`src/hw/rtl/dsa_ram.sv`:
```
// Generic single-port-write, single-read RAM with a registered read.
// No dependencies.
`default_nettype none
module dsa_ram #(
  parameter int unsigned Width = 8,
  parameter int unsigned Depth = 16
) (
  input  wire logic                     clk_i,
  input  wire logic                     we_i,
  input  wire logic [$clog2(Depth)-1:0] waddr_i,
  input  wire logic [Width-1:0]         wdata_i,
  input  wire logic [$clog2(Depth)-1:0] raddr_i,
  output logic      [Width-1:0]         rdata_o
);
  logic [Width-1:0] mem_q [Depth];

  // Write and read, read data registered
  always_ff @(posedge clk_i) begin
    if (we_i) begin
      mem_q[waddr_i] <= wdata_i;
    end
    rdata_o <= mem_q[raddr_i];
  end
endmodule
`default_nettype wire

```
`config.mk`:
```
export PLATFORM = sky130hd
export DESIGN_NAME = dsa_ram
export DESIGN_NICKNAME = d
export VERILOG_FILES = /design/src/hw/rtl/dsa_ram.sv
export SDC_FILE = /design/constraint.sdc
export NUM_CORES = 1
export LEC_CHECK = 0
export BUFFER_PORTS_ARGS = -buffer_cell sky130_fd_sc_hd__buf_2
export CAP_MARGIN = 40
export CELL_PAD_IN_SITES_DETAIL_PLACEMENT = 1
export CELL_PAD_IN_SITES_GLOBAL_PLACEMENT = 2
export CORE_UTILIZATION = 40
export CTS_BUF_LIST = sky130_fd_sc_hd__clkbuf_8
export DETAILED_ROUTE_END_ITERATION = 8
export HOLD_SLACK_MARGIN = 0.12
export PLACE_DENSITY_LB_ADDON = 0.1
export SLEW_MARGIN = 25
export SYNTH_ARGS = -nofsm -noshare
export SYNTH_HDL_FRONTEND = slang
export SYNTH_SLANG_ARGS = --single-unit
```
`constraint.sdc`:
```
create_clock -name clk_i -period 2.1 [get_ports clk_i]
set_input_delay 0.21 -clock clk_i [delete_from_list [all_inputs] [get_ports clk_i]]
set_output_delay 0.21 -clock clk_i [all_outputs]
set_load 0.005 [all_outputs]
```
==> impl_results.rst <==
.. list-table::
   :header-rows: 1

   * - Metric
     - Value
   * - Clock Root Buffer
     - sky130_fd_sc_hd__clkbuf_8
   * - Cell at the slowest stage of the critical path
     - sky130_fd_sc_hd__mux4_1
   * - Final min period
     - 1410 ps
   * - Kind of start point of the critical path
     - flop
   * - Layout cell share with drive strength beyond 1
     - 29.3%
   * - Worst Tran Pin Value
     - ~440 ps
   * - Sw Share
     - about a fifth
   * - WP data required
     - 2420 ps
   * - Sum of net half-perimeters after detailed placement
     - about 6500 um
   * - Number of buffers added to fix hold violations after cts
     - 0
   * - N_diodes
     - 0
   * - Critical Path End Type
     - flop
   * - Net switching component of the power
     - between 0.001 and 0.0015 W
   * - Clock network latency to the later pin of the worst-skew pair
     - between 400 and 500 ps
   * - Peak ir drop on the vdd network
     - approximately 0.45 mV
   * - Type of the worst min-delay path
     - input port to flop
   * - Total DRC errors in the routed layout
     - 0
   * - Std-Cell Core Area
     - 0.0126 mm^2
   * - Remaining Overflow, GRT
     - 0
   * - Largest net degree at the start of global routing
     - 33
   * - Final number of setup-violating endpoints
     - 0
   * - Largest clock skew in the final design
     - around 5 ps
   * - Critical path class
     - flop to flop
   * - Sequential cell area fraction in the yosys report
     - slightly below 80%
   * - Number of max-slew violations in the final report
     - 0
   * - Post-DR vias/cell
     - ~5
   * - Total die area
     - approximately 0.013 mm^2
   * - Power density over the cells
     - 868 mW/mm^2
   * - Share of power burned in the clock network
     - a little over a third
   * - Kind of cell adding the most delay to the critical path
     - multiplexers
   * - Tightest slew margin relative to the limit
     - between 70 and 80%
   * - Area growth syn-to-layout
     - 14.9%
   * - Via count of the first global-routing pass
     - between 2000 and 2500
   * - Worst-path cell chain
     - mux4_1 > a22oi_1 > nand2_1
   * - Register bit total from synthesis
     - about 140
   * - Count of yosys warnings during synthesis
     - 0
   * - CP Data Arrival Time
     - about 1700 ps
   * - Max Buffers Root-to-Sink
     - 2
   * - CTS Buf Count
     - 17
   * - Upper clock frequency limit
     - about 710 MHz
   * - Number of antenna violations at the first check in global routing
     - 0
   * - Most common cell after layout, fill and taps aside
     - sky130_fd_sc_hd__edfxtp_1
   * - Post-synth cell types
     - 19
   * - Drt first-iter violations
     - 110
   * - Average cell area after synthesis
     - roughly 22 um^2
   * - Delay of the slowest cell on the worst path
     - 530 ps
   * - Number of clock sinks seen by CTS
     - 136
   * - Number of hold violations in the final report
     - 0
   * - Setup TNS after final layout
     - 0 ps
   * - Number of buffers inserted by post-CTS setup repair
     - 0
   * - Number of maximum-capacitance violations
     - 0
   * - Filler cell count
     - about 1200
   * - Site Rows
     - 41
   * - Wire length of the first global-routing pass
     - 15200 um
   * - Final core area utilization
     - between 40% and 50%
   * - Run status
     - finished, final reports clean
   * - Clock-pin slew on the worst setup and hold paths
     - 70 ps
   * - ANT nets after route
     - 0
   * - Number of instances in the synthesized netlist
     - about 230
   * - Comb pwr share
     - roughly 5.5%
   * - Number of buffers inserted by port buffering
     - 25
   * - Net count after synthesis
     - ~250
   * - Critical path fanouts, max
     - 1
   * - Post-Route WL
     - 10100 um
   * - Static leakage power
     - just over 2 nW
   * - Area of the mapped netlist
     - roughly 0.0051 mm^2
   * - I/O pin cnt
     - 26
   * - RSZ-0062 raised after global routing
     - no
   * - Final Net Count
     - around 300
   * - Slack of the worst reg-to-reg path
     - between 600 and 700 ps
   * - Commonest cells after routing, fill and taps aside
     - sky130_fd_sc_hd__edfxtp_1, sky130_fd_sc_hd__buf_2, sky130_fd_sc_hd__buf_4
   * - Overall die width
     - 115 um
   * - Proportion of power drawn by flip-flops and latches
     - around three fifths
   * - Clock H-tree levels
     - 4
   * - GRT Total Usage
     - ~17%
   * - Total number of vias
     - between 2000 and 2500
   * - Final worst-path cycle share
     - between 60% and 70%
   * - Number of instances resized during post-cts repair
     - 0
   * - Internal portion of total power
     - 0.00407 W
   * - Buffer and inverter count on the worst path
     - 0
   * - Starting density of the core
     - between 40% and 50%
   * - Post-DR wirelength/cell
     - about 22 um
   * - Number of detailed-routing iterations run before antenna repair
     - 4
   * - Vert. Die Dim
     - ~120 um
   * - TritonCTS clock tree
     - built
   * - Weighted congestion reported at the end of routability-driven placement
     - roughly 0.74
==> path summary, 6_finish.rpt <==
| check | from | endpoint | cells after the start |
|---|---|---|---|
| setup / recovery | mem_q[4][2]$_DFFE_PP_ | rdata_o[2]$_DFF_P_ | 3 |
| hold / removal | wdata_i[1] | mem_q[1][1]$_DFFE_PP_ | 1 |
| setup reg to reg | mem_q[4][2]$_DFFE_PP_ | rdata_o[2]$_DFF_P_ | 3 |
| hold reg to reg | mem_q[15][3]$_DFFE_PP_ | rdata_o[3]$_DFF_P_ | 3 |
==> stage by stage <==
step	instance area [um^2]	std cells	setup slack, ps	total power [W]	hold WS [ps]
2_1_floorplan	5150	229	397	0.00326	309
4_1_cts	5910	469	718	0.00521	128
3_5_place_dp	5580	437	372	0.00340	591
5_1_grt	5910	469	644	0.00532	139
3_3_place_gp	5580	437	376	0.00339	594
6_report	5910	469	687	0.00513	151
==> Yosys cell counts, drive strengths merged <==
cell / n / area share, %
nor2b: 1 / 0.12
nand2b: 2 / 0.24
a22oi: 16 / 2.3
buf: 7 / 1.1
mux4: 32 / 15
edfxtp: 128 / 75
clkdlybuf4s25: 3 / 0.58
nor3: 4 / 0.39
nor2: 13 / 0.95
and2: 1 / 0.12
or3b: 1 / 0.17
and2b: 1 / 0.15
nand3: 1 / 0.097
nand3b: 2 / 0.29
nand2: 9 / 0.66
dfxtp: 8 / 3.1
==> final cells by class <==
class	instances	area, um^2	share of cell area (%)
flip-flops and latches	136	4000	67.7
repair buffers	46	308	5.20
clock inverters	14	82.6	1.40
multi-input cells	83	1060	17.9
clock buffers	18	248	4.19
well taps	172	215	3.64
==> cell families after synthesis <==
family	Yosys count	synth area share (%)
multiplexers	32	15.0
AO/OA/AOI/OAI	16	2.33
buffers and inverters	10	1.68
flip-flops	136	77.8
AND/OR/NAND/NOR	35	3.18
==> layer usage <==
layer  vias to the layer above  track usage, %  wire, um
met2                        41            26.4      4840
met5                         -               0         0
met4                         0            8.31       186
li1                       1078               -         -
met3                        14            4.34       304
met1                      1224            22.9      4760
==> flip-flops by register name, summed over array words and instances, names as in the netlist <==
signal,cells
mem_q,128
rdata_o,8
==> power by group through the flow <==
stage | logic (W) | registers, W | clock network, W
after floorplan | 0.000154 | 0.00311 | 0
after global placement | 0.000282 | 0.00311 | 0
after detailed placement | 0.000289 | 0.00311 | 0
after CTS | 0.000290 | 0.00305 | 0.00187
after global routing | 0.000312 | 0.00305 | 0.00195
final | 0.000283 | 0.00305 | 0.00180
==> worst register-to-register path, cell delays in order, from the launching register on <==
cell                       delay, ps
sky130_fd_sc_hd__edfxtp_1        360
sky130_fd_sc_hd__mux4_1          530
sky130_fd_sc_hd__a22oi_1         320
sky130_fd_sc_hd__nand2_1          90
Power figures use the tool's default switching activity.
